===== config.mk =====
export PLATFORM = sky130hd
export DESIGN_NAME = uv16_cell
export DESIGN_NICKNAME = d
export VERILOG_FILES = /design/src/hdl/uv16_pkg.sv /design/src/hdl/uv16_cell.sv
export SDC_FILE = /design/constraint.sdc
export NUM_CORES = 2
export LEC_CHECK = 0
export BUFFER_PORTS_ARGS = -buffer_cell sky130_fd_sc_hd__buf_2
export CAP_MARGIN = 10
export CELL_PAD_IN_SITES_DETAIL_PLACEMENT = 2
export CELL_PAD_IN_SITES_GLOBAL_PLACEMENT = 2
export CORE_AREA = 2 2 443 445
export DETAILED_ROUTE_END_ITERATION = 16
export DIE_AREA = 0 0 445 447
export GPL_TIMING_DRIVEN = 0
export PLACE_DENSITY = 0.64
export SLEW_MARGIN = 20
export SYNTH_ARGS = -nofsm -noshare
export SYNTH_HDL_FRONTEND = slang
export SYNTH_SLANG_ARGS = --single-unit

===== constraint.sdc =====
create_clock -name clock -period 9.1 [get_ports clock]
set_input_delay 1.82 -clock clock [delete_from_list [all_inputs] [get_ports clock]]
set_output_delay 1.82 -clock clock [all_outputs]
set_load 0.005 [all_outputs]

===== src/hdl/uv16_pkg.sv =====
// ----------------------------------------------------------------------------
// Unit vector codec package
// Shared widths, constants, command codes and the per-item record that
// travels down the cell chain.
// ----------------------------------------------------------------------------
`default_nettype none

package uv16_pkg;

   // Largest supported number of fraction bits; record widths are sized for it.
   localparam int FRAC_MAX = 14;

   // Decoded magnitude width (values up to 2^FRAC).
   localparam int Q_W   = FRAC_MAX + 1;
   // Squared bin value shifted left by 2*(FRAC+1).
   localparam int RHS_W = 14 + 2 * (FRAC_MAX + 1);
   // Running square accumulator, with headroom for a trial step.
   localparam int ACC_W = RHS_W + 6;
   // Encode dividend 126*|c| and divisor |x|+|y|+|z|.
   localparam int NUM_W = 22;
   localparam int DEN_W = 17;
   // Octant bin width and bin norm width.
   localparam int BIN_W = 7;
   localparam int NRM_W = 16;

   // Command codes.
   localparam logic CMD_ENCODE = 1'b0;
   localparam logic CMD_DECODE = 1'b1;

   // Octant plane constants.
   localparam logic [BIN_W-1:0] BIN_SPAN = 7'd126;
   localparam logic [BIN_W-1:0] BIN_FOLD = 7'd127;
   localparam logic [BIN_W-1:0] BIN_HALF = 7'd64;

   // Per-item record carried from cell to cell.
   typedef struct packed {
      logic                        cmd;
      logic                        tiny;
      logic                        sx;
      logic                        sy;
      logic                        sz;
      logic [NUM_W-1:0]            rem_x;
      logic [NUM_W-1:0]            rem_y;
      logic [DEN_W-1:0]            den;
      logic [BIN_W-1:0]            qx;
      logic [BIN_W-1:0]            qy;
      logic [NRM_W-1:0]            nrm;
      logic [2:0][RHS_W-1:0]       rhs;
      logic [2:0][ACC_W-1:0]       acc;
      logic [2:0][ACC_W-1:0]       prod;
      logic [2:0][Q_W-1:0]         q;
   } uv16_work_type;

endpackage

`default_nettype wire


===== src/hdl/uv16_cell.sv =====
// ----------------------------------------------------------------------------
// Unit vector codec cell
// Settles one result bit: one trial bit of each decoded magnitude and, in the
// low cells, one quotient bit of each encode division.
// ----------------------------------------------------------------------------
`default_nettype none

module uv16_cell #(
   parameter int FRAC_BITS = 14,
   parameter int BIT       = 0
) (
   input  wire logic                    clock,
   input  wire logic                    reset,
   input  wire logic                    en,
   input  wire logic                    in_valid,
   input  wire uv16_pkg::uv16_work_type in_work,
   output      logic                    out_valid,
   output      uv16_pkg::uv16_work_type out_work
);

   localparam int AW = uv16_pkg::ACC_W;
   localparam int DW = uv16_pkg::NUM_W + 2;

   uv16_pkg::uv16_work_type dec_work;
   uv16_pkg::uv16_work_type div_work;
   uv16_pkg::uv16_work_type work_ff;
   logic                    valid_ff;
   logic [AW-1:0]           cand [3];

   // Trial of bit BIT of q: accept when (2q-1)^2 * n stays within c^2 * 4^(F+1).
   // acc holds (2q-1)^2 * n and prod holds (2q-1) * n, both kept incrementally.
   always_comb begin
      dec_work = in_work;
      for (int i = 0; i < 3; i++) begin
         cand[i] = in_work.acc[i] + (in_work.prod[i] << (BIT + 2)) +
                   (AW'(in_work.nrm) << (2 * BIT + 2));
         if ($signed(cand[i]) <= $signed(AW'(in_work.rhs[i]))) begin
            dec_work.acc[i]    = cand[i];
            dec_work.prod[i]   = in_work.prod[i] + (AW'(in_work.nrm) << (BIT + 1));
            dec_work.q[i][BIT] = 1'b1;
         end
      end
   end

   // Restoring division step for the encode bins.
   if (BIT < uv16_pkg::BIN_W) begin : g_div
      logic [DW-1:0] dsh;
      always_comb begin
         div_work = dec_work;
         dsh      = DW'(dec_work.den) << BIT;
         if (DW'(dec_work.rem_x) >= dsh) begin
            div_work.rem_x   = dec_work.rem_x - dsh[uv16_pkg::NUM_W-1:0];
            div_work.qx[BIT] = 1'b1;
         end
         if (DW'(dec_work.rem_y) >= dsh) begin
            div_work.rem_y   = dec_work.rem_y - dsh[uv16_pkg::NUM_W-1:0];
            div_work.qy[BIT] = 1'b1;
         end
      end
   end else begin : g_nodiv
      assign div_work = dec_work;
   end

   // Hand the record to the next cell.
   always_ff @(posedge clock) begin
      if (reset) begin
         valid_ff <= 1'b0;
      end else if (en) begin
         valid_ff <= in_valid;
      end
   end

   always_ff @(posedge clock) begin
      if (en) begin
         work_ff <= div_work;
      end
   end

   assign out_valid = valid_ff;
   assign out_work  = work_ff;

endmodule

`default_nettype wire


==> Yosys cells after proc, flatten, opt, wreduce, memory -nomap -nowiden <==
Index checks and enable logic that the tools add are counted.
{ "totals": {"regBits": 574, "input_bits": 577, "output_inout_bits": 574, "word_cells": 53} }
{ "classes": {"add_sub_neg": 11, "magnitude_cmp": 5, "muxes": 8} }
{ "op_table": {"columns": ["operator", "n"], "rows": [
  ["two-way mux 50 bit", 6],
  ["adder 50 x 17 -> 50 bit", 3],
  ["adder 50 x 18 -> 50 bit", 3],
  ["adder 50 bit", 3],
  ["<= comparator 50 x 45 -> 1 bit", 3],
  [">= comparator 22 x 17 -> 1 bit", 2],
  ["two-way mux 22 bit", 2],
  ["subtractor 22 x 17 -> 22 bit", 2]
]} }

==> Depth between registers and ports, before layout <==
{ "depth": {"depth_word": 4, "mapped_depth": 29, "mapped_depth_nobuf": 27} }

==> Least setup slack after synthesis <==
Ideal clock, no wire load.
{ "synth_timing": {"kind": "in2reg", "from": "input port in_work[478] (netlist bit)", "to": "register work_ff (netlist bit out_work[223]), data pin", "setup_ns": 0.260, "t_arrival_ns": 7.169, "t_required_ns": 8.840, "setup_slack_ns": 1.670, "path_stages": 29, "path_buffers": 2, "path_cell_list": "inv_1 fa_1 inv_1 ha_1 inv_1 fa_1 nor2b_1 o31ai_1 a211oi_1 a221o_1 nand3_1 and2_1 o21ai_0 a31oi_1 xnor2_1 ha_1 nand4_1 o211ai_1 o221ai_1 nand3b_1 a2111oi_0 or3_1 o21ai_0 a211oi_4 o211ai_2 nand2_2 buf_6 buf_6 mux2_4"} }
{ "synth_rtl": {"columns": ["element", "line", "text"], "rows": [
  ["from (decl)", "uv16_cell.sv:16", "input wire uv16_pkg::uv16_work_type in_work,"],
  ["to (signal assigned)", "uv16_cell.sv:75", "work_ff <= div_work;"],
  ["to (decl)", "uv16_cell.sv:26", "uv16_pkg::uv16_work_type work_ff;"]
]} }

==> impl_metrics.tcl <==
set metrics [dict create \
    finalClockSkew_ps 0 \
    numClockSinks 574 \
    detailed_place_hpwl_mm 168 \
    setup.worst_path.end "out_work[120]" \
    netlist_area_sq_um 39700 \
    timing.critical_path.max_delay_family "simple AND/OR/NAND/NOR gates" \
    cts.hold.buffers_added 0 \
    final-setup-viol-count 0 \
    route.antenna.remaining_nets 0 \
    post-route-drc-count 0 \
    placement_rows 162 \
    hold_path.class "register to register" \
    status "completed" \
    grt.met2_usage_pct 33.4 \
    cts_tree "built" \
    clkTransAtPathRegs_ps 60 \
    path_buf_inv 3 \
    r2r-start "out_valid" \
    comb_pwr_share_pct 36.4 \
    gate_count_post_synth 3588 \
    antenna_found_initial 67 \
    dieArea_sq_um 199000 \
    post-route-worst-setup-slack_ps 319 \
    clock_latency_ps 690 \
    crit-reg2reg-capture "out_valid" \
    num_vias 34900 \
    final.min_clock_period_ps 8780 \
    synth_seq_area_share_pct 43.4 \
    yosys-top-cells-area "sky130_fd_sc_hd__edfxtp_1 43%, sky130_fd_sc_hd__ha_1 14%, sky130_fd_sc_hd__xnor2_1 4.0%" \
    critical_path_required_ps 9550 \
    clock_power_share_pct 30.5 \
    final_hold_viol_count 0 \
    swShare_pct 35.8 \
    final_core_utilization_pct 26.6 \
    layout.cells.non_filler 7465 \
    vias_in_the_first_global_route 37200 \
    cell_internal_power_mw 6.79 \
    synth_edf_count 573 \
    syn-num-nets 4666 \
    crit_path_max_fanout 10 \
    gpl.final_weighted_congestion 0.890 \
    vias_per_cell 4.67 \
    max-vdd-ir-drop_uv 127 \
    detailedRoute.firstPassIterationCount 5 \
    top_level_ports 1151 \
    die_w_microns 445 \
    cts-buffers-inserted 76 \
    global_route.peak_usage_layer "met2" \
    worst_r2r_path_depth 2 \
    timing.critical_path.depth 25 \
    cp_slowest_cell "sky130_fd_sc_hd__fa_1" \
    cts.root.buffer_cell "sky130_fd_sc_hd__clkbuf_16" \
    grt_max_degree 91 \
    share_of_power_burned_in_registers_pct 33.1 \
    count_of_pins_over_their_slew_limit 0 \
    htree_num_levels 3 \
    finalCritPeriodShare_pct 96.5 \
    synth_cell_type_count 99 \
    synth_top_cell_by_area "sky130_fd_sc_hd__edfxtp_1" \
    met3_usage_pct 3.07 \
    wl_per_cell_microns 26.4 \
    first_iter_violations 1811 \
    worstSetupStartpointType "input pin" \
    postSynth.topFlopCell "sky130_fd_sc_hd__edfxtp_1" \
    leakage_nw 22.4 \
    clock_tree.buffer_depth 3 \
    syn2layout_area_growth_pct 30.3 \
    grt.overflow.total 0 \
    yosys_register_bits 574 \
    crit_path_end_kind "register" \
    tightestPinTransition_ps 1110 \
    initial_core_util_pct 20.4 \
    ys.warnings.count 0 \
    slew-limit-headroom_pct 23.8 \
    pd_cells_nw_per_um2 205 \
    final_net_count 5913 \
    groute.usage.overall_pct 19.1 \
    rsz0062_at_grt "no" \
    r2r_slack_ps 8500 \
    layout-drive-gt1-share_pct 31.7 \
    synth_top_cell_area_share_pct 43.4 \
    total_negative_setup_slack_ps 0 \
    cp_data_arrival_time_ps 9230 \
    core_sq_um 194000 \
    route.final.wire_length_mm 197 \
    timing.critical_path.slowest_cell_delay_ps 530 \
    detailedPlace.worstSlack_ps -1950 \
    grt_first_pass_wirelength_mm 275 \
    clock.fmax_mhz 114 \
    timing.critical_path.from "in_work[492]" \
    cap_violations 0 \
    global_route.usage.met1_pct 23.4 \
    criticalPathCategory "input pin to register" \
    fin_area_sq_um 51700 \
    layout_common_cells "1175 x sky130_fd_sc_hd__buf_2, 573 x sky130_fd_sc_hd__edfxtp_1, 445 x sky130_fd_sc_hd__ha_1" \
    layout.cells.most_common "sky130_fd_sc_hd__buf_2" \
    io_buffers 1150 \
    chipHeight_microns 447 \
    placedCellCount 7289 \
    detailed_place.area_sq_um 48800 \
    total_switching_power_mw 3.79 \
    asyncSetResetFlopFracSynth_pct 0 \
    syn_area_per_cell_sq_um 11.1 \
]
[tightest hold or removal path, cell delays in order, from the launching register on]
cell and delay [ps]:
sky130_fd_sc_hd__dfxtp_1 320, sky130_fd_sc_hd__mux2i_1 70, sky130_fd_sc_hd__nor2_1 100
[Yosys cell counts (13+ instances only)]
| master | n |
|---|---|
| sky130_fd_sc_hd__edfxtp_1 | 573 |
| sky130_fd_sc_hd__ha_1 | 445 |
| sky130_fd_sc_hd__a21oi_1 | 286 |
| sky130_fd_sc_hd__inv_1 | 262 |
| sky130_fd_sc_hd__nor2_1 | 207 |
| sky130_fd_sc_hd__nand2_1 | 189 |
| sky130_fd_sc_hd__xnor2_1 | 181 |
| sky130_fd_sc_hd__mux2_2 | 139 |
| sky130_fd_sc_hd__o21ai_0 | 138 |
| sky130_fd_sc_hd__a21o_1 | 110 |
| sky130_fd_sc_hd__xor2_1 | 110 |
| sky130_fd_sc_hd__nand4_1 | 95 |
| sky130_fd_sc_hd__nand3_1 | 85 |
| sky130_fd_sc_hd__clkbuf_1 | 56 |
| sky130_fd_sc_hd__fa_1 | 56 |
| sky130_fd_sc_hd__and3_1 | 53 |
| sky130_fd_sc_hd__nor3_1 | 53 |
| sky130_fd_sc_hd__a211oi_1 | 49 |
| sky130_fd_sc_hd__nand2b_1 | 33 |
| sky130_fd_sc_hd__o21a_1 | 33 |
| sky130_fd_sc_hd__buf_2 | 29 |
| sky130_fd_sc_hd__o21bai_1 | 27 |
| sky130_fd_sc_hd__o211ai_1 | 24 |
| sky130_fd_sc_hd__a31oi_1 | 22 |
| sky130_fd_sc_hd__nor2b_1 | 22 |
| sky130_fd_sc_hd__and2_1 | 20 |
| sky130_fd_sc_hd__nor4_1 | 19 |
| sky130_fd_sc_hd__or3_1 | 19 |
| sky130_fd_sc_hd__mux2_4 | 17 |
| sky130_fd_sc_hd__and4_1 | 16 |
| sky130_fd_sc_hd__a2111oi_0 | 13 |
[cells by family after synthesis]
kind of cell | Yosys count | synth area share (%)
and+or+nand+nor | 853 | 10.8
AOI/OAI and AO/OA | 847 | 14.1
DFF | 574 | 43.4
adders and majority gates | 501 | 16.9
buffers and inverters | 360 | 3.63
xor gates and xnor gates | 292 | 6.47
muxes | 161 | 4.72
[power groups by stage]
| stage | clock, mW | sequential, mW | combinational (mW) |
|---|---|---|---|
| after floorplan | 0 | 3.59 | 2.01 |
| after global placement | 0 | 3.59 | 3.76 |
| after detailed placement | 0 | 3.55 | 3.86 |
| after CTS | 3.34 | 3.50 | 3.91 |
| after global routing | 3.41 | 3.53 | 4.24 |
| final | 3.23 | 3.50 | 3.86 |
[through the flow]
stage                     power (mW)  hold WS (ps)
after floorplan                 5.60           485
after global placement          7.35           481
after detailed placement        7.41           536
after CTS                       10.8           550
after global routing            11.2           593
final                           10.6           534
[state kept, by name, indices dropped and copies added (netlist names)]
name       cells
out_valid      1
out_work     573
[metal layers]
layer	up-vias	share of wire [%]
met5	-	0.042
met4	12	3.5
met3	245	5.1
met2	1031	50
met1	17600	42
li1	16000	-
[timing repair]
action                     CTS  global route
setup endpoints to repair  292           171
resized for setup           18            11
setup buffers                7             3
gates cloned                 0             0
pin swaps                    4             3
[how the worst min path moves through the flow]
stage | startpoint | slack (ps) | depth (start not counted) | endpoint
after CTS | out_valid | 550 | 2 | out_valid
after detailed placement | out_valid | 540 | 2 | out_valid
after floorplan | out_valid | 480 | 2 | out_valid
after global routing | out_valid | 590 | 2 | out_valid
final | out_valid | 530 | 2 | out_valid
after global placement | out_valid | 480 | 2 | out_valid
[final cells by class]
class | count | area (sq um)
inverter | 262 | 987
clock buffer | 92 | 2000
timing repair buffer | 1169 | 6060
tap | 2542 | 3180
sequential | 574 | 17200
multi-input combinational | 2654 | 21100
clock inverter | 45 | 569
antenna | 29 | 72.6
buffer | 98 | 462
fill | 21800 | 142000
Note: power is estimated with default switching activity, not from simulation.
