===== src/hdl/uv16_pkg.sv =====
// ----------------------------------------------------------------------------
// Unit vector codec package
// Shared widths, constants, command codes and the per-item record that
// travels down the cell chain.
// ----------------------------------------------------------------------------
`default_nettype none

package uv16_pkg;

   // Largest supported number of fraction bits; record widths are sized for it.
   localparam int FRAC_MAX = 14;

   // Decoded magnitude width (values up to 2^FRAC).
   localparam int Q_W   = FRAC_MAX + 1;
   // Squared bin value shifted left by 2*(FRAC+1).
   localparam int RHS_W = 14 + 2 * (FRAC_MAX + 1);
   // Running square accumulator, with headroom for a trial step.
   localparam int ACC_W = RHS_W + 6;
   // Encode dividend 126*|c| and divisor |x|+|y|+|z|.
   localparam int NUM_W = 22;
   localparam int DEN_W = 17;
   // Octant bin width and bin norm width.
   localparam int BIN_W = 7;
   localparam int NRM_W = 16;

   // Command codes.
   localparam logic CMD_ENCODE = 1'b0;
   localparam logic CMD_DECODE = 1'b1;

   // Octant plane constants.
   localparam logic [BIN_W-1:0] BIN_SPAN = 7'd126;
   localparam logic [BIN_W-1:0] BIN_FOLD = 7'd127;
   localparam logic [BIN_W-1:0] BIN_HALF = 7'd64;

   // Per-item record carried from cell to cell.
   typedef struct packed {
      logic                        cmd;
      logic                        tiny;
      logic                        sx;
      logic                        sy;
      logic                        sz;
      logic [NUM_W-1:0]            rem_x;
      logic [NUM_W-1:0]            rem_y;
      logic [DEN_W-1:0]            den;
      logic [BIN_W-1:0]            qx;
      logic [BIN_W-1:0]            qy;
      logic [NRM_W-1:0]            nrm;
      logic [2:0][RHS_W-1:0]       rhs;
      logic [2:0][ACC_W-1:0]       acc;
      logic [2:0][ACC_W-1:0]       prod;
      logic [2:0][Q_W-1:0]         q;
   } uv16_work_type;

endpackage

`default_nettype wire


===== src/hdl/uv16_back.sv =====
// ----------------------------------------------------------------------------
// Unit vector codec back end
// Folds and packs the encode bins, applies signs to decoded magnitudes and
// holds the result register.
// ----------------------------------------------------------------------------
`default_nettype none

module uv16_back (
   input  wire logic                    clock,
   input  wire logic                    reset,
   input  wire logic                    en,
   input  wire logic                    in_valid,
   input  wire uv16_pkg::uv16_work_type in_work,
   output      logic                    out_valid,
   output      logic [15:0]             code_out,
   output      logic                    was_tiny,
   output      logic [15:0]             out_x,
   output      logic [15:0]             out_y,
   output      logic [15:0]             out_z
);

   logic [uv16_pkg::BIN_W-1:0] xb, yb;
   logic [15:0]                code_in, mx, my, mz;
   logic [15:0]                x_in, y_in, z_in;
   logic                       valid_ff;
   logic [15:0]                code_ff, x_ff, y_ff, z_ff;
   logic                       tiny_ff;

   // Result formatting.
   always_comb begin
      xb = in_work.qx;
      yb = in_work.qy;
      if (in_work.qx >= uv16_pkg::BIN_HALF) begin
         xb = uv16_pkg::BIN_FOLD - in_work.qx;
         yb = uv16_pkg::BIN_FOLD - in_work.qy;
      end
      mx = 16'(in_work.q[0]);
      my = 16'(in_work.q[1]);
      mz = 16'(in_work.q[2]);
      code_in = '0;
      x_in    = '0;
      y_in    = '0;
      z_in    = '0;
      if (in_work.cmd == uv16_pkg::CMD_DECODE) begin
         x_in = in_work.sx ? -mx : mx;
         y_in = in_work.sy ? -my : my;
         z_in = in_work.sz ? -mz : mz;
      end else if (!in_work.tiny) begin
         code_in = {in_work.sx, in_work.sy, in_work.sz, xb[5:0], yb};
      end
   end

   // Output register.
   always_ff @(posedge clock) begin
      if (reset) begin
         valid_ff <= 1'b0;
      end else if (en) begin
         valid_ff <= in_valid;
      end
   end

   always_ff @(posedge clock) begin
      if (en) begin
         code_ff <= code_in;
         tiny_ff <= in_work.tiny;
         x_ff    <= x_in;
         y_ff    <= y_in;
         z_ff    <= z_in;
      end
   end

   assign out_valid = valid_ff;
   assign code_out  = code_ff;
   assign was_tiny  = tiny_ff;
   assign out_x     = x_ff;
   assign out_y     = y_ff;
   assign out_z     = z_ff;

endmodule

`default_nettype wire


===== config.mk =====
export PLATFORM = sky130hd
export DESIGN_NAME = uv16_back
export DESIGN_NICKNAME = d
export VERILOG_FILES = /design/src/hdl/uv16_pkg.sv /design/src/hdl/uv16_back.sv
export SDC_FILE = /design/constraint.sdc
export NUM_CORES = 1
export LEC_CHECK = 0
export BUFFER_PORTS_ARGS = -buffer_cell sky130_fd_sc_hd__buf_4
export CAP_MARGIN = 40
export CORE_AREA = 2 2 250 252
export CTS_CLUSTER_DIAMETER = 200
export DETAILED_ROUTE_END_ITERATION = 8
export DIE_AREA = 0 0 252 254
export PLACE_DENSITY = 0.37
export SLEW_MARGIN = 20
export SYNTH_ARGS = -nofsm -noshare
export SYNTH_HDL_FRONTEND = slang
export SYNTH_SLANG_ARGS = --single-unit

===== constraint.sdc =====
create_clock -name clock -period 2.3 [get_ports clock]
set_clock_uncertainty 0.15 [all_clocks]
set_input_delay 0.46 -clock clock [delete_from_list [all_inputs] [get_ports clock]]
set_output_delay 0.46 -clock clock [all_outputs]
set_load 0.005 [all_outputs]

# Word-level counts from Yosys, hierarchy flattened
# Index checks and enable logic that the tools add are counted.
[totals]
reg_bits = 66
input_bits = 577
output_inout_bits = 66
word_cells = 24
[classes]
n_addsub = 5
order_cmp = 1
n_mux = 5
n_reduce_logical = 4
[op_table]
columns = ["op", "n"]
rows = [
  ["negator 15 -> 16 bit", 3],
  ["2-to-1 mux 15 bit", 3],
  ["greater-or-equal comparator 7 bit, second input constant", 1],
  ["2-to-1 mux 7 bit", 1],
  ["subtractor 7 bit, first input constant", 1],
  ["2-to-1 mux 6 bit", 1],
  ["AND reduction 2 bit", 3],
  ["subtractor 6 bit, first input constant", 1],
  ["OR reduction 2 bit", 1],
]

# Depth between registers and ports, before layout
# Gate-level depths: netlist of run 1.
[depth]
ltp_word = 2
mapped_depth = 6
depth_no_buf = 6

# Worst setup path after synthesis of run 1
# OpenSTA, ideal clock, no wires.
[synth_timing]
path_kind = "in2reg"
startpoint = "input in_work[24] in the netlist's numbering"
endpoint = "register y_ff[13] (netlist: out_y[13]) (data pin)"
setup_ps = 264
arrival_time_ps = 1917
t_required_ps = 1886
slack_ps = -31
cell_stages = 4
n_path_buf = 0
path_cell_list = "or4_4 or3_4 and3_2 o41a_1"
[synth_between]
elab_chain_cells = 2
[synth_lines]
columns = ["item", "line_no", "rtl"]
rows = [
  ["start, declared", "uv16_back.sv:13", "input wire uv16_pkg::uv16_work_type in_work,"],
  ["negator 15 -> 16 bit", "uv16_back.sv:46", "y_in = in_work.sy ? -my : my;"],
  ["2-to-1 mux 15 bit", "uv16_back.sv:46", ""],
  ["end signal, assigned", "uv16_back.sv:67", "y_ff <= y_in;"],
  ["end, declared", "uv16_back.sv:26", "logic [15:0] code_ff, x_ff, y_ff, z_ff;"],
]
# No other way between the ends.
# A chain may end at the register's enable or synchronous reset.

# Worst setup path after layout of run 1
[layout_timing]
startpoint = "input in_work[15] in the netlist's numbering"
endpoint = "register y_ff[8] (netlist: out_y[8]) (data pin)"
# The elaborated chain is that of the path after synthesis.

==> impl_metrics.ini, run 1 <==
[status]
result_of_the_run = finished clean

[yosys]
mapped_cells = 293
syn-cell-area_sq_um = 3520
synth.top_cells.by_area = edfxtp_1 55%, xnor2_1 11%, and2_1 7.5%
async_flop_share_pct = 0
synthMostInstantiatedCell = edfxtp_1
edff_count_synth = 65
synthesis.area_per_instance_sq_um = 12.0
yosys_register_bits = 66
yosys_most_used_dff = edfxtp_1
synth_area_leader_cell = edfxtp_1
yosys_warnings = 0
post-synth-top-area-fraction_pct = 55.4
ys_top_cells_by_count = 65 x edfxtp_1, 45 x xnor2_1, 42 x and2_1
yosysUniqueCellTypes = 34
seq_area_frac_synth_pct = 55.9
synthesized_netlist_net_count = 873

[floorplan]
dieArea_sq_um = 64000
placementRows = 91
floorplan.initialDensity_pct = 5.75
num_io_pins = 643
dieHeight_um = 254
die_width_um = 252
core_area_sq_um = 61300

[setup_path]
worst_setup_path_start_kind = primary input
cp_data_arrival_time_ns = 2.17
timing.critical_path.slowest_cell_delay_ns = 0.65
r2r_setup_slack_ns = 1.55
worst_path_dominant_cell_family = simple AND/OR/NAND/NOR gates
worstPathCellList = buf_4, inv_1, ha_1, or4b_2, buf_4, o31ai_1, xnor2_1, and2_1
cp.buffers_inverters = 3
cp_data_required_time_ns = 2.27
worst-path-max-fanout = 3
crit_path_frequent_cell = buf_4
criticalPathCategory = primary input to flip-flop
cp-end-kind = flip-flop
crit_slowest_cell = or4b_2

[timing]
timing.final.max_slew_violations = 0
pnr_worst_setup_slack_ns = 0.0968
slew_headroom_pct = 66.7
finalCritPeriodShare_pct = 95.8
grt_setup_unrepaired = no
fin_crit_ns = 2.20
max_slew.worst_pin.slew_ns = 0.500
hold-worst-slack_ns = 0.117
max_freq_mhz = 454
finalHoldViolations = 0
final-setup-viol-count = 0

[grt]
globalRoute.totalOverflow = 0
vias_in_the_first_global_route = 2980
grt_pass1_wl_mm = 21.1
maximum_number_of_pins_on_one_net_before_global_route_repair = 51
grt_util_all_layers_pct = 4.87
antenna_found_initial = 2

[detailed_routing]
detail_route.vias_per_cell = 2.24
route.detailed.drc = 0
dr.first_iter.drc_count = 80
avgRoutedWirePerCell_um = 11.9
drt_pass1_iterations = 4
detail-route-antenna-nets = 0
postRouteWirelength_mm = 15.0
route.vias.total = 2834

[finish]
post_route_cells_drive_above_1_share_pct = 44.7
finalInstanceArea_sq_um = 6160
nets = 1051
instances_no_fill = 1267
area_growth_syn_to_layout_pct = 74.8

[cts]
numCtsBuffers = 9
total_setup_buffers_inserted_after_cts = 0
cts-hold-fix-buffers = 0
clock-sinks = 66
cts_htree_levels = 3
cts_tree = yes
root_buffer = clkbuf_16
number_of_buffers_on_the_longest_clock_path = 2
path_clk_slew_ns = 0.06
clkLatencyLatePin_ns = 0.36
cts_resized = 0

[placed_design]
placement.cell_area_sq_um = 5840
placed_cells = 1250
hpwl_mm = 12.2
weighted_congestion_reported_at_the_end_of_routability_driven_placement = 0.691
portBuffers = 133
place_ws_ns = -0.370

[min_path]
min-delay-path-class = primary input to flip-flop

[power]
total_leakage_power_nw = 2.16
power.density_nw_per_um2 = 599
worst_ir_drop_vdd_uv = 361
p_switching_uw = 938
pwr-share-comb_pct = 18.1
intPower_mw = 2.75
power_frac_clock_pct = 42.0
p_sw_share_pct = 25.4
totalPowerFinal_mw = 3.69
power_frac_seq_pct = 39.9

[job]
cap_violations = 0
-- power by group through the flow --
| stage | Combinational (mW) | Clock (mW) | Sequential (mW) |
|---|---|---|---|
| 6_report | 0.666 | 1.55 | 1.47 |
| 5_1_grt | 0.745 | 1.68 | 1.48 |
| 4_1_cts | 0.695 | 1.67 | 1.48 |
| 3_5_place_dp | 0.691 | 0 | 1.50 |
| 3_3_place_gp | 0.697 | 0 | 1.50 |
| 2_1_floorplan | 0.205 | 0 | 1.51 |
-- path summary, 6_finish.rpt --
path              cells past startpoint         from   endpoint
setup reg to reg                      2    out_valid  out_valid
setup / recovery                      8  in_work[15]   out_y[8]
hold reg to reg                       2    out_valid  out_valid
hold / removal                        2        reset  out_valid
-- routing by layer --
| metal | wire, um | up-vias | global-route usage, % |
|---|---|---|---|
| met4 | 318 | 2 | 2.38 |
| met1 | 6220 | 1313 | 5.42 |
| met5 | 10 | - | 0 |
| li1 | - | 1415 | - |
| met3 | 1760 | 11 | 3.11 |
| met2 | 6730 | 93 | 7.17 |
-- worst register-to-register path: stages, from the launching register on --
cell     delay, ns
dfxtp_1       0.31
mux2i_1       0.14
nor2_1        0.05
-- layout make-up --
type                       count  area [sq um]
antenna                        1          2.50
clock buffer                   9           225
clock inverter                 7          92.6
fill                        7054         55100
inverter                      10          37.5
multi-input combinational    203          1470
sequential                    66          1970
tap                          790           988
timing repair buffer         181          1370
-- sequential cells by signal, summed over array words and instances (netlist names) --
register	count
out_x	16
was_tiny	1
out_y	16
code_out	16
out_z	16
out_valid	1
-- stage by stage --
stage               setup TNS (ns)  util, %
CTS                              0     10.0
global route                     0     10.1
floorplan                 -0.00886        -
global placement             -4.37     9.53
finish                           0     10.1
detailed placement           -4.27     9.53
-- logic make-up (layout without fill, tap and decap cells) --
family / Yosys count / count (layout) / synth area share (%)
other cells: 0 / 1 / 0
fa+ha+maj: 3 / 3 / 1.07
xor+xnor: 49 / 49 / 12.2
buf+inv: 24 / 207 / 2.56
mux: 5 / 5 / 1.42
flops: 66 / 66 / 55.9
compound gates: 40 / 40 / 9.23
simple gates: 106 / 106 / 17.6
-- layout by cell type (no fill, tap or decap), types with 2 or more instances in the layout --
cell,synthesis,layout
a21oi_1,4,4
and2_1,42,42
buf_4,0,180
bufinv_16,0,2
clkbuf_16,0,9
clkinvlp_4,0,2
edfxtp_1,65,65
ha_1,3,3
inv_1,10,10
mux2i_1,5,5
nand2_1,5,5
nand2b_1,3,3
nor2_1,22,22
nor2b_1,3,3
nor3_1,4,4
nor4_1,2,2
o21ai_0,7,7
o31ai_1,15,15
o41a_1,2,2
o41ai_1,5,5
o41ai_2,4,4
or2_2,5,5
or3_1,7,7
or4_1,5,5
or4b_2,3,2
xnor2_1,45,45
xor2_1,4,4
No activity file was read; power rests on OpenSTA's default activity.
==> run 2: changes to the inputs <==
Settings changed: MAX_ROUTING_LAYER set to met4.
==> impl_metrics.ini, run 2 (synthesis gave the netlist of run 1 again) <==
[cts]
clock-sinks = 66
path_clk_slew_ns = 0.06
cts_tree = yes
total_setup_buffers_inserted_after_cts = 0
root_buffer = clkbuf_16
numCtsBuffers = 9
clkLatencyLatePin_ns = 0.36
cts_htree_levels = 3
cts-hold-fix-buffers = 0
number_of_buffers_on_the_longest_clock_path = 2

[setup_path]
cp_data_arrival_time_ns = 2.17
worst_path_dominant_cell_family = simple AND/OR/NAND/NOR gates
cp.buffers_inverters = 3
criticalPathCategory = primary input to flip-flop
cp_data_required_time_ns = 2.27
worstPathCellList = buf_4, inv_1, ha_1, or4b_2, buf_4, o31ai_1, xnor2_1, and2_1
cp-end-kind = flip-flop
timing.critical_path.slowest_cell_delay_ns = 0.65
crit_path_frequent_cell = buf_4
worst_setup_path_start_kind = primary input
crit_slowest_cell = or4b_2
worst-path-max-fanout = 3

[timing]
finalCritPeriodShare_pct = 95.6
max_slew.worst_pin.slew_ns = 0.500
final-setup-viol-count = 0
finalHoldViolations = 0
timing.final.max_slew_violations = 0
grt_setup_unrepaired = no
hold-worst-slack_ns = 0.119
max_freq_mhz = 455
timing.setup.tns_ns = 0
fin_crit_ns = 2.20
slew_headroom_pct = 66.7

[detailed_routing]
postRouteWirelength_mm = 15.0
highest_layer = met4
dr.first_iter.drc_count = 82
route.vias.total = 2826
drt_pass1_iterations = 6
routed-wl-met3_mm = 1.68
met2_wirelength_mm = 6.74
route.detailed.drc = 0
detail_route.wirelength.met1_mm = 6.33
avgRoutedWirePerCell_um = 11.8
detail-route-antenna-nets = 0
detail_route.vias_per_cell = 2.23

[floorplan]
dieHeight_um = 254
placementRows = 91
floorplan.initialDensity_pct = 5.75
dieArea_sq_um = 64000
die_width_um = 252
core_area_sq_um = 61300
num_io_pins = 643

[grt]
grt_util_all_layers_pct = 5.02
globalRoute.totalOverflow = 0
maximum_number_of_pins_on_one_net_before_global_route_repair = 51
vias_in_the_first_global_route = 2984
antenna_found_initial = 2
grt_pass1_wl_mm = 21.1

[finish]
layout_common_cells = 180 x buf_4, 65 x edfxtp_1, 45 x xnor2_1, 42 x and2_1, 22 x nor2_1
final_core_utilization_pct = 10.1
area_growth_syn_to_layout_pct = 74.8
final_common_cell = buf_4
nets = 1051
instances_no_fill = 1268
post_route_cells_drive_above_1_share_pct = 44.7

[status]
result_of_the_run = finished clean

[power]
power_frac_seq_pct = 39.9
worst_ir_drop_vdd_uv = 357
power_frac_clock_pct = 42.0
pwr-share-comb_pct = 18.1
p_sw_share_pct = 25.4
p_switching_uw = 939
intPower_mw = 2.75
total_leakage_power_nw = 2.16
totalPowerFinal_mw = 3.69
power.density_nw_per_um2 = 599

[placed_design]
hpwl_mm = 12.2
weighted_congestion_reported_at_the_end_of_routability_driven_placement = 0.700
portBuffers = 133
placed_cells = 1250

[min_path]
min-delay-path-class = primary input to flip-flop

[job]
cap_violations = 0
run 2: power groups by stage:
stage | Combinational [mW] | Clock (mW) | Sequential, mW
after floorplan | 0.205 | 0 | 1.51
after global placement | 0.697 | 0 | 1.50
after detailed placement | 0.691 | 0 | 1.50
after CTS | 0.695 | 1.67 | 1.48
after global routing | 0.745 | 1.69 | 1.48
final | 0.667 | 1.55 | 1.47
run 2: through the flow:
| stage | setup slack, ns | cell area (sq um) |
|---|---|---|
| 2_1_floorplan | -0.00886 | 3530 |
| 3_3_place_gp | -0.368 | 5840 |
| 3_5_place_dp | -0.370 | 5840 |
| 4_1_cts | 0.0332 | 6150 |
| 5_1_grt | 0.0378 | 6160 |
| 6_report | 0.100 | 6160 |
run 2: routing by layer:
metal / vias up / GRT usage (%)
li1: 1418 / -
met1: 1301 / 5.51
met2: 96 / 7.15
met3: 11 / 3.03
met4: 0 / 2.38
met5: - / -
run 2: repair_timing:
item                       in CTS  in global routing
setup endpoints to repair       0                  1
hold endpoints to repair        0                  0
resized for setup               0                  1
run 2: path summary, 6_finish.rpt:
check         startpoint         to  slack (ns)  cells past startpoint
max reg2reg    out_valid  out_valid        1.55                      2
min reg2reg    out_valid  out_valid        0.35                      2
max          in_work[15]   out_y[8]        0.10                      8
min                reset  out_valid        0.12                      2
run 2: area by class of cell:
| cell class | count | area (sq um) |
|---|---|---|
| antenna | 2 | 5.00 |
| multi-input combinational | 203 | 1470 |
| inverter | 10 | 37.5 |
| fill | 7053 | 55100 |
| tap | 790 | 988 |
| clock inverter | 7 | 92.6 |
| sequential | 66 | 1970 |
| clock buffer | 9 | 225 |
| timing repair buffer | 181 | 1370 |
