==> config.mk <==
export PLATFORM = sky130hd
export DESIGN_NAME = uv16_front
export DESIGN_NICKNAME = d
export VERILOG_FILES = /design/src/hdl/uv16_pkg.sv /design/src/hdl/uv16_front.sv
export SDC_FILE = /design/constraint.sdc
export NUM_CORES = 2
export LEC_CHECK = 0
export BUFFER_PORTS_ARGS = -buffer_cell sky130_fd_sc_hd__buf_2
export CAP_MARGIN = 20
export CORE_MARGIN = 4
export CORE_UTILIZATION = 40
export CTS_CLUSTER_DIAMETER = 30
export DETAILED_ROUTE_END_ITERATION = 6
export SLEW_MARGIN = 20
export SYNTH_ARGS = -nofsm -noshare
export SYNTH_HDL_FRONTEND = slang
export SYNTH_SLANG_ARGS = --single-unit
export TNS_END_PERCENT = 5
==> constraint.sdc <==
create_clock -name clock -period 10 [get_ports clock]
set_input_delay 1.5 -clock clock [delete_from_list [all_inputs] [get_ports clock]]
set_output_delay 1.5 -clock clock [all_outputs]
set_load 0.01 [all_outputs]
==> src/hdl/uv16_pkg.sv <==
// ----------------------------------------------------------------------------
// Unit vector codec package
// Shared widths, constants, command codes and the per-item record that
// travels down the cell chain.
// ----------------------------------------------------------------------------
`default_nettype none

package uv16_pkg;

   // Largest supported number of fraction bits; record widths are sized for it.
   localparam int FRAC_MAX = 14;

   // Decoded magnitude width (values up to 2^FRAC).
   localparam int Q_W   = FRAC_MAX + 1;
   // Squared bin value shifted left by 2*(FRAC+1).
   localparam int RHS_W = 14 + 2 * (FRAC_MAX + 1);
   // Running square accumulator, with headroom for a trial step.
   localparam int ACC_W = RHS_W + 6;
   // Encode dividend 126*|c| and divisor |x|+|y|+|z|.
   localparam int NUM_W = 22;
   localparam int DEN_W = 17;
   // Octant bin width and bin norm width.
   localparam int BIN_W = 7;
   localparam int NRM_W = 16;

   // Command codes.
   localparam logic CMD_ENCODE = 1'b0;
   localparam logic CMD_DECODE = 1'b1;

   // Octant plane constants.
   localparam logic [BIN_W-1:0] BIN_SPAN = 7'd126;
   localparam logic [BIN_W-1:0] BIN_FOLD = 7'd127;
   localparam logic [BIN_W-1:0] BIN_HALF = 7'd64;

   // Per-item record carried from cell to cell.
   typedef struct packed {
      logic                        cmd;
      logic                        tiny;
      logic                        sx;
      logic                        sy;
      logic                        sz;
      logic [NUM_W-1:0]            rem_x;
      logic [NUM_W-1:0]            rem_y;
      logic [DEN_W-1:0]            den;
      logic [BIN_W-1:0]            qx;
      logic [BIN_W-1:0]            qy;
      logic [NRM_W-1:0]            nrm;
      logic [2:0][RHS_W-1:0]       rhs;
      logic [2:0][ACC_W-1:0]       acc;
      logic [2:0][ACC_W-1:0]       prod;
      logic [2:0][Q_W-1:0]         q;
   } uv16_work_type;

endpackage

`default_nettype wire

==> src/hdl/uv16_front.sv <==
// ----------------------------------------------------------------------------
// Unit vector codec front end
// Two register stages: magnitudes, squares and code unpacking, then the
// threshold test and the initial values for the cell chain.
// ----------------------------------------------------------------------------
`default_nettype none

module uv16_front #(
   parameter int FRAC_BITS = 14
) (
   input  wire logic                  clock,
   input  wire logic                  reset,
   input  wire logic                  en,
   input  wire logic                  in_valid,
   input  wire logic                  in_cmd,
   input  wire logic [15:0]           in_x,
   input  wire logic [15:0]           in_y,
   input  wire logic [15:0]           in_z,
   input  wire logic [15:0]           in_code,
   input  wire logic [31:0]           min_length_sq,
   output      logic                  out_valid,
   output      uv16_pkg::uv16_work_type out_work
);

   localparam int MAG_W = 17;
   localparam int SQ_W  = 31;
   localparam int LEN_W = 33;
   localparam int BW    = uv16_pkg::BIN_W;

   // Stage A inputs.
   logic [MAG_W-1:0] ax_in, ay_in, az_in;
   logic [33:0]      sqx_full, sqy_full, sqz_full;
   logic [7:0]       bsum;
   logic             fold;
   logic [BW-1:0]    xb_in, yb_in, mz_in;
   logic [8:0]       zraw;
   logic             zneg;

   // Stage A registers.
   logic             a_valid_ff;
   logic             a_cmd_ff;
   logic [MAG_W-1:0] a_ax_ff, a_ay_ff;
   logic [uv16_pkg::DEN_W-1:0] a_sum_ff;
   logic [SQ_W-1:0]  a_sqx_ff, a_sqy_ff, a_sqz_ff;
   logic             a_sx_ff, a_sy_ff, a_sz_ff;
   logic [2:0][BW-1:0] a_bin_ff;

   // Stage B.
   logic [LEN_W-1:0] len2;
   logic [2:0][uv16_pkg::NRM_W-1:0] csq;
   logic [uv16_pkg::NRM_W-1:0] nrm;
   uv16_pkg::uv16_work_type work_in;
   uv16_pkg::uv16_work_type work_ff;
   logic             valid_ff;

   // Magnitudes of the signed components; the most negative value maps to 2^15.
   assign ax_in = in_x[15] ? (17'h10000 - {1'b0, in_x}) : {1'b0, in_x};
   assign ay_in = in_y[15] ? (17'h10000 - {1'b0, in_y}) : {1'b0, in_y};
   assign az_in = in_z[15] ? (17'h10000 - {1'b0, in_z}) : {1'b0, in_z};

   assign sqx_full = 34'(ax_in) * 34'(ax_in);
   assign sqy_full = 34'(ay_in) * 34'(ay_in);
   assign sqz_full = 34'(az_in) * 34'(az_in);

   // Unpack the code and unfold the upper half of the octant.
   always_comb begin
      bsum  = {2'b0, in_code[12:7]} + {1'b0, in_code[6:0]};
      fold  = (bsum >= {1'b0, uv16_pkg::BIN_FOLD});
      xb_in = fold ? (uv16_pkg::BIN_FOLD - {1'b0, in_code[12:7]}) : {1'b0, in_code[12:7]};
      yb_in = fold ? (uv16_pkg::BIN_FOLD - in_code[6:0]) : in_code[6:0];
      zraw  = {2'b0, uv16_pkg::BIN_SPAN} - {2'b0, xb_in} - {2'b0, yb_in};
      zneg  = zraw[8];
      mz_in = zneg ? 7'(-zraw) : zraw[6:0];
   end

   // Stage A register.
   always_ff @(posedge clock) begin
      if (reset) begin
         a_valid_ff <= 1'b0;
      end else if (en) begin
         a_valid_ff <= in_valid;
      end
   end

   always_ff @(posedge clock) begin
      if (en) begin
         a_cmd_ff <= in_cmd;
         a_ax_ff  <= ax_in;
         a_ay_ff  <= ay_in;
         a_sum_ff <= uv16_pkg::DEN_W'(ax_in + ay_in + az_in);
         a_sqx_ff <= sqx_full[SQ_W-1:0];
         a_sqy_ff <= sqy_full[SQ_W-1:0];
         a_sqz_ff <= sqz_full[SQ_W-1:0];
         a_bin_ff <= {mz_in, yb_in, xb_in};
         if (in_cmd == uv16_pkg::CMD_DECODE) begin
            a_sx_ff <= in_code[15];
            a_sy_ff <= in_code[14];
            a_sz_ff <= in_code[13] ^ zneg;
         end else begin
            a_sx_ff <= in_x[15];
            a_sy_ff <= in_y[15];
            a_sz_ff <= in_z[15];
         end
      end
   end

   // Threshold test and starting values of the cell chain.
   always_comb begin
      len2 = LEN_W'(a_sqx_ff) + LEN_W'(a_sqy_ff) + LEN_W'(a_sqz_ff);
      for (int i = 0; i < 3; i++) begin
         csq[i] = uv16_pkg::NRM_W'(a_bin_ff[i]) * uv16_pkg::NRM_W'(a_bin_ff[i]);
      end
      nrm = csq[0] + csq[1] + csq[2];

      work_in       = '0;
      work_in.cmd   = a_cmd_ff;
      work_in.tiny  = (a_cmd_ff == uv16_pkg::CMD_ENCODE) &&
                      ((len2 < LEN_W'(min_length_sq)) || (a_sum_ff == '0));
      work_in.sx    = a_sx_ff;
      work_in.sy    = a_sy_ff;
      work_in.sz    = a_sz_ff;
      work_in.rem_x = uv16_pkg::NUM_W'(a_ax_ff) * uv16_pkg::NUM_W'(uv16_pkg::BIN_SPAN);
      work_in.rem_y = uv16_pkg::NUM_W'(a_ay_ff) * uv16_pkg::NUM_W'(uv16_pkg::BIN_SPAN);
      work_in.den   = a_sum_ff;
      work_in.nrm   = nrm;
      for (int i = 0; i < 3; i++) begin
         work_in.rhs[i]  = uv16_pkg::RHS_W'(csq[i]) << (2 * (FRAC_BITS + 1));
         work_in.acc[i]  = uv16_pkg::ACC_W'(nrm);
         work_in.prod[i] = -uv16_pkg::ACC_W'(nrm);
      end
   end

   // Stage B register.
   always_ff @(posedge clock) begin
      if (reset) begin
         valid_ff <= 1'b0;
      end else if (en) begin
         valid_ff <= a_valid_ff;
      end
   end

   always_ff @(posedge clock) begin
      if (en) begin
         work_ff <= work_in;
      end
   end

   assign out_valid = valid_ff;
   assign out_work  = work_ff;

endmodule

`default_nettype wire

After elaboration in Yosys (flattened, before gate mapping)
Cells that the tools add are included.

storage, ports and cells
  logic and storage cells = 68
  output and inout bits = 574
  input port bits = 101
  register bits after elaboration = 343

cells by class
  add/sub/neg operators = 16
  mux-type cells = 9
  reduce and logical (&&, ||, !) cells = 3
  bitwise gates (word level) = 2
  order comparisons = 2
  multipliers = 8

operators with widths
  operator                                                               count
  17-bit by 17-bit multiplier with 31-bit output                         3
  17-bit 2-to-1 mux                                                      3
  17-bit by 16-bit subtractor with 17-bit output, first input constant   3
  16-bit negator with 50-bit output                                      1
  17-bit by 6-bit multiplier with 21-bit output, second input constant   2
  7-bit by 7-bit multiplier with 14-bit output                           3
  17-bit adder                                                           2
  32-bit by 31-bit adder with 33-bit output                              1
  33-bit by 32-bit < comparator with 1-bit output                        1
  31-bit by 31-bit adder with 32-bit output                              1
  7-bit 2-to-1 mux                                                       3
  17-bit zero test                                                       1
  15-bit by 14-bit adder with 16-bit output                              1
  14-bit by 14-bit adder with 15-bit output                              1
  8-bit by 8-bit subtractor with 9-bit output                            1
  6-bit by 7-bit adder with 8-bit output                                 1
  8-bit by 7-bit >= comparator with 1-bit output, second input constant  1
  7-bit by 7-bit subtractor with 8-bit output, first input constant      1
  7-bit negator                                                          1
  7-bit by 6-bit subtractor with 7-bit output, first input constant      1
  7-bit subtractor, first input constant                                 1
  1-bit 2-to-1 mux                                                       3
  1-bit logical AND                                                      1
  1-bit logical OR                                                       1
  2 further kinds                                                        2

Logic depth before layout (Yosys ltp)
  depth in word-level cells = 7
  gate-level depth with buffers = 31
  depth with buffers taken out = 30

Least setup slack after synthesis
No wires, ideal clock.

  kind = in2reg
  start point = in in_y[0]
  end point = reg a_sqy_ff[28], data pin
  setup time = 0.195 ns
  required time = 9.805 ns
  slack = 0.944 ns
  stages = 26
  arrival time = 8.861 ns
  buffers on the path = 3
  path through = clkbuf_1 inv_1 clkbuf_1 ha_1 nand3b_1 nand2b_1 o41ai_1 xnor2_1 clkbuf_1 nand2_1 fa_1 fa_1 inv_1 fa_1 fa_1 fa_1 inv_1 fa_1 inv_1 ha_1 a21oi_1 nor4bb_1 and4b_1 o211ai_1 or4b_2 o311ai_0

on the way
  longest elaborated chain between the ends = 3

RTL lines
  what                                            RTL line          text
  from (decl)                                     uv16_front.sv:17  input wire logic [15:0] in_y,
  17-bit by 16-bit subtractor with 17-bit output  uv16_front.sv:58  assign ay_in = in_y[15] ? (17'h10000 - {1'b0, in_y}) : {1'b0, in_y};
  17-bit 2-to-1 mux                               uv16_front.sv:58
  via ay_in[12]                                   uv16_front.sv:31  logic [MAG_W-1:0] ax_in, ay_in, az_in;
  17-bit by 17-bit multiplier with 31-bit output  uv16_front.sv:62  assign sqy_full = 34'(ay_in) * 34'(ay_in);
  via sqy_full[28]                                uv16_front.sv:32  logic [33:0] sqx_full, sqy_full, sqz_full;
  to (signal assigned)                            uv16_front.sv:92  a_sqy_ff <= sqy_full[SQ_W-1:0];
  to (decl)                                       uv16_front.sv:44  logic [SQ_W-1:0] a_sqx_ff, a_sqy_ff, a_sqz_ff;

The timed path passes the listed nets, and every way through them passes these cells.
A chain may end at the register's enable or synchronous reset.

Final worst setup path
  start point = in in_x[0]
  end point = reg a_sqx_ff[26], data pin

on the way
  longest elaborated chain between the ends = 3

RTL lines
  what                                            RTL line          text
  from (decl)                                     uv16_front.sv:16  input wire logic [15:0] in_x,
  17-bit by 16-bit subtractor with 17-bit output  uv16_front.sv:57  assign ax_in = in_x[15] ? (17'h10000 - {1'b0, in_x}) : {1'b0, in_x};
  17-bit 2-to-1 mux                               uv16_front.sv:57
  via ax_in[15]                                   uv16_front.sv:31
  17-bit by 17-bit multiplier with 31-bit output  uv16_front.sv:61  assign sqx_full = 34'(ax_in) * 34'(ax_in);
  via sqx_full[26]                                uv16_front.sv:32
  to (signal assigned)                            uv16_front.sv:91  a_sqx_ff <= sqx_full[SQ_W-1:0];
  to (decl)                                       uv16_front.sv:44

The timed path passes the listed nets, and every way through them passes these cells.

==> impl_metrics.json <==
{
  "run_status": "finished clean",
  "critPathTopFamily": "adder cells",
  "routed_wirelength_um": 124000,
  "cp.buffers_inverters": 7,
  "crit_start": "in_x[0]",
  "grt_pass1_vias": 34800,
  "async_reset_ff_share_pct": 0,
  "drt-met1-wl_um": 50400,
  "hpwlAfterDp_um": 106000,
  "hp-class": "reg -> reg",
  "path_clk_slew_ns": 0.04,
  "synth_edf_count": 313,
  "post_cts_buffers": 0,
  "cts_tree": "built",
  "ys.flop_type": "edfxtp_1",
  "place.gp.congestion": 0.889,
  "synth_top_cell_by_area": "fa_1",
  "final_util_pct": 44.6,
  "grt_first_pass_wirelength_um": 194000,
  "seq_area_frac_synth_pct": 19.0,
  "h-tree-depth": 3,
  "grt-ovfl-total": 0,
  "hold_viol_final": 0,
  "rrSetupSlack_ns": 1.65,
  "fin_skew_ns": 0.0578,
  "antenna_found_initial": 7,
  "synth_adder_area_share_pct": 43.6,
  "cts.sink_count": 315,
  "route.detailed.drc": 0,
  "fmax_ghz": 0.107,
  "synth_compound_area_share_pct": 6.91,
  "period_share_pct": 93.1,
  "pin_count": 675,
  "root_buffer": "clkbuf_16",
  "fin_setup_tns_ns": 0,
  "nets": 6897,
  "finalMaxSlewViolations": 0,
  "design.core.area_sq_um": 124000,
  "ant_nets": 0,
  "crit_cells": 26,
  "fin_ws_ns": 0.692,
  "cp_max_fo": 7,
  "synth_top_area_share_pct": 30.9,
  "fin_crit_ns": 9.31,
  "vias": 34000,
  "fin_area_sq_um": 55200,
  "required_ns": 10.38,
  "worstSetupEndpointType": "flop",
  "grt_max_degree": 154,
  "finalSetupViolCount": 0,
  "cp-endpoint": "a_sqx_ff[26]",
  "area_growth_pct": 10.9,
  "dr.pass1.iters": 5,
  "place_ws_ns": 0.120,
  "die_h_um": 361,
  "slew_headroom_pct": 26.3,
  "drive_gt1_share_pct": 11.9,
  "rr_worst_depth": 24,
  "synthTopCellsByCount": "inv_1, fa_1, ha_1",
  "synthDistinctLibCells": 80,
  "synth_xor_xnor_area_share_pct": 5.22,
  "hold_buffers": 0,
  "drv_cap": 0,
  "post_synth.cell_area_avg_sq_um": 9.77,
  "criticalPathCategory": "in -> reg",
  "synth.area.top_cells": "fa_1, edfxtp_1, ha_1",
  "placement.io_buffers": 418,
  "synth_area_sq_um": 49800,
  "rows": 129,
  "startpoint_type": "primary input",
  "wl_met3_um": 6570,
  "rsz0062_at_grt": "false",
  "worstMarginPinSlew_ns": 1.10,
  "num-fill-cells": 11900,
  "start_util_pct": 40.3,
  "wire_per_inst_um": 17.2,
  "synth_top_family_by_area": "adder cells",
  "crit_arrival_ns": 9.69,
  "cts.repair.resized": 0,
  "dpl_cell_area_sq_um": 52300,
  "grt.total_usage_pct": 19.1,
  "dieArea_sq_um": 130000,
  "ys_ff_latch": 315,
  "clk_path_buf_depth": 3,
  "drt_iter0_markers": 1777,
  "synth_simple_gate_area_share_pct": 8.93,
  "top_layer": "met5",
  "r2r_start": "a_bin_ff[14]",
  "synth_most_common_cell": "inv_1",
  "cts_inserted_buffers": 85,
  "dr_wl_met2_um": 63600,
  "yosysWarnings": 0,
  "synthMuxAreaShare_pct": 0.312,
  "slowest_stage": "or4b_1",
  "die_width_um": 361,
  "clk_latency_ns": 0.65,
  "syn_inst": 5097,
  "critPathMaxStageDelay_ns": 0.78,
  "vias_per_cell": 4.70,
  "timing.rr.end": "out_work[110]"
}
[per-stage QoR]
stage | hold WS [ns] | std cells
2_1_floorplan | 0.400 | 5455
3_3_place_gp | 0.403 | 7073
3_5_place_dp | 0.407 | 7073
4_1_cts | 0.416 | 7230
5_1_grt | 0.438 | 7230
6_report | 0.417 | 7231
[layout make-up]
| type | count | area [sq um] | area share, % |
|---|---|---|---|
| inverters | 1198 | 4500 | 8.15 |
| flip-flops and latches | 315 | 9440 | 17.1 |
| clock buffers | 93 | 2180 | 3.95 |
| diodes | 1 | 2.50 | 0.00453 |
| multi-input cells | 3436 | 33700 | 61.0 |
| well taps | 1637 | 2050 | 3.71 |
| repair buffers | 487 | 2630 | 4.77 |
| clock inverters | 64 | 704 | 1.28 |
[cells by family after synthesis]
logic type               after synthesis
AO/OA/AOI/OAI                        533
multiplexers                          15
buffers and inverters               1704
AND/OR/NAND/NOR                      959
other                                  2
flip-flops                           315
adder cells (fa/ha/maj)             1273
XOR/XNOR                             296
[flip-flops by register name, indices dropped and copies added (netlist names)]
signal	count
a_sum_ff	17
a_ax_ff	17
a_sy_ff	1
a_cmd_ff	1
a_sz_ff	1
out_work	149
out_valid	1
a_sx_ff	1
a_sqx_ff	29
a_ay_ff	17
a_valid_ff	1
a_sqy_ff	29
a_sqz_ff	30
a_bin_ff	21
[worst register-to-register path, stage by stage (launching register included)]
cell and delay [ns]:
edfxtp_1 0.67, and2_1 0.26, inv_1 0.06, fa_1 0.45, fa_1 0.49, inv_1 0.05
fa_1 0.45, fa_1 0.46, ha_1 0.32, a21oi_1 0.20, o21ai_0 0.15, a2111oi_0 0.62
nor2_1 0.14, xnor2_1 0.31, inv_1 0.11, fa_1 0.51, inv_1 0.04, ha_1 0.37
and3_1 0.22, a221oi_1 0.41, xnor2_1 0.21, nor4_2 0.31, buf_4 0.21, nor4bb_2 0.73
ha_1 0.36
[layer usage]
layer,up-vias,GRT usage [%]
met2,917,34.0
li1,16100,-
met3,179,2.79
met1,16800,23.8
met5,-,0
met4,6,6.42
[cell usage in the layout (no fill, tap or decap), drive strengths merged, types with 10 or more instances in the layout]
cell,netlist,final
inv,1195,1206
fa,769,769
ha,504,504
buf,430,487
conb,2,360
nand2,354,354
edfxtp,313,313
nor2,272,272
xnor2,217,217
a21oi,155,155
o21ai,109,109
clkbuf,76,93
xor2,79,79
a21o,74,74
and2,58,58
nor3,44,44
nand3,42,42
clkinv,3,39
nand2b,32,32
o21a,27,27
nor2b,25,25
nand4,24,24
and3,22,22
a211oi,21,21
or3,20,20
o21bai,17,17
or2,17,17
a31oi,16,16
o31ai,15,15
a21boi,13,13
mux2i,11,11
nor4,10,10
[worst min path at each step]
stage | start | endpoint | slack, ns | depth (start not counted)
final | a_sy_ff | out_work[569] | 0.42 | 0
after global routing | a_sx_ff | out_work[570] | 0.44 | 0
after floorplan | a_sz_ff | out_work[568] | 0.40 | 0
after detailed placement | a_sy_ff | out_work[569] | 0.41 | 0
after global placement | a_sy_ff | out_work[569] | 0.40 | 0
after CTS | a_sy_ff | out_work[569] | 0.42 | 0
Power is left out: the tool's default activity adds up to more than one toggle a clock period on the data nets, which glitch-free logic cannot reach.
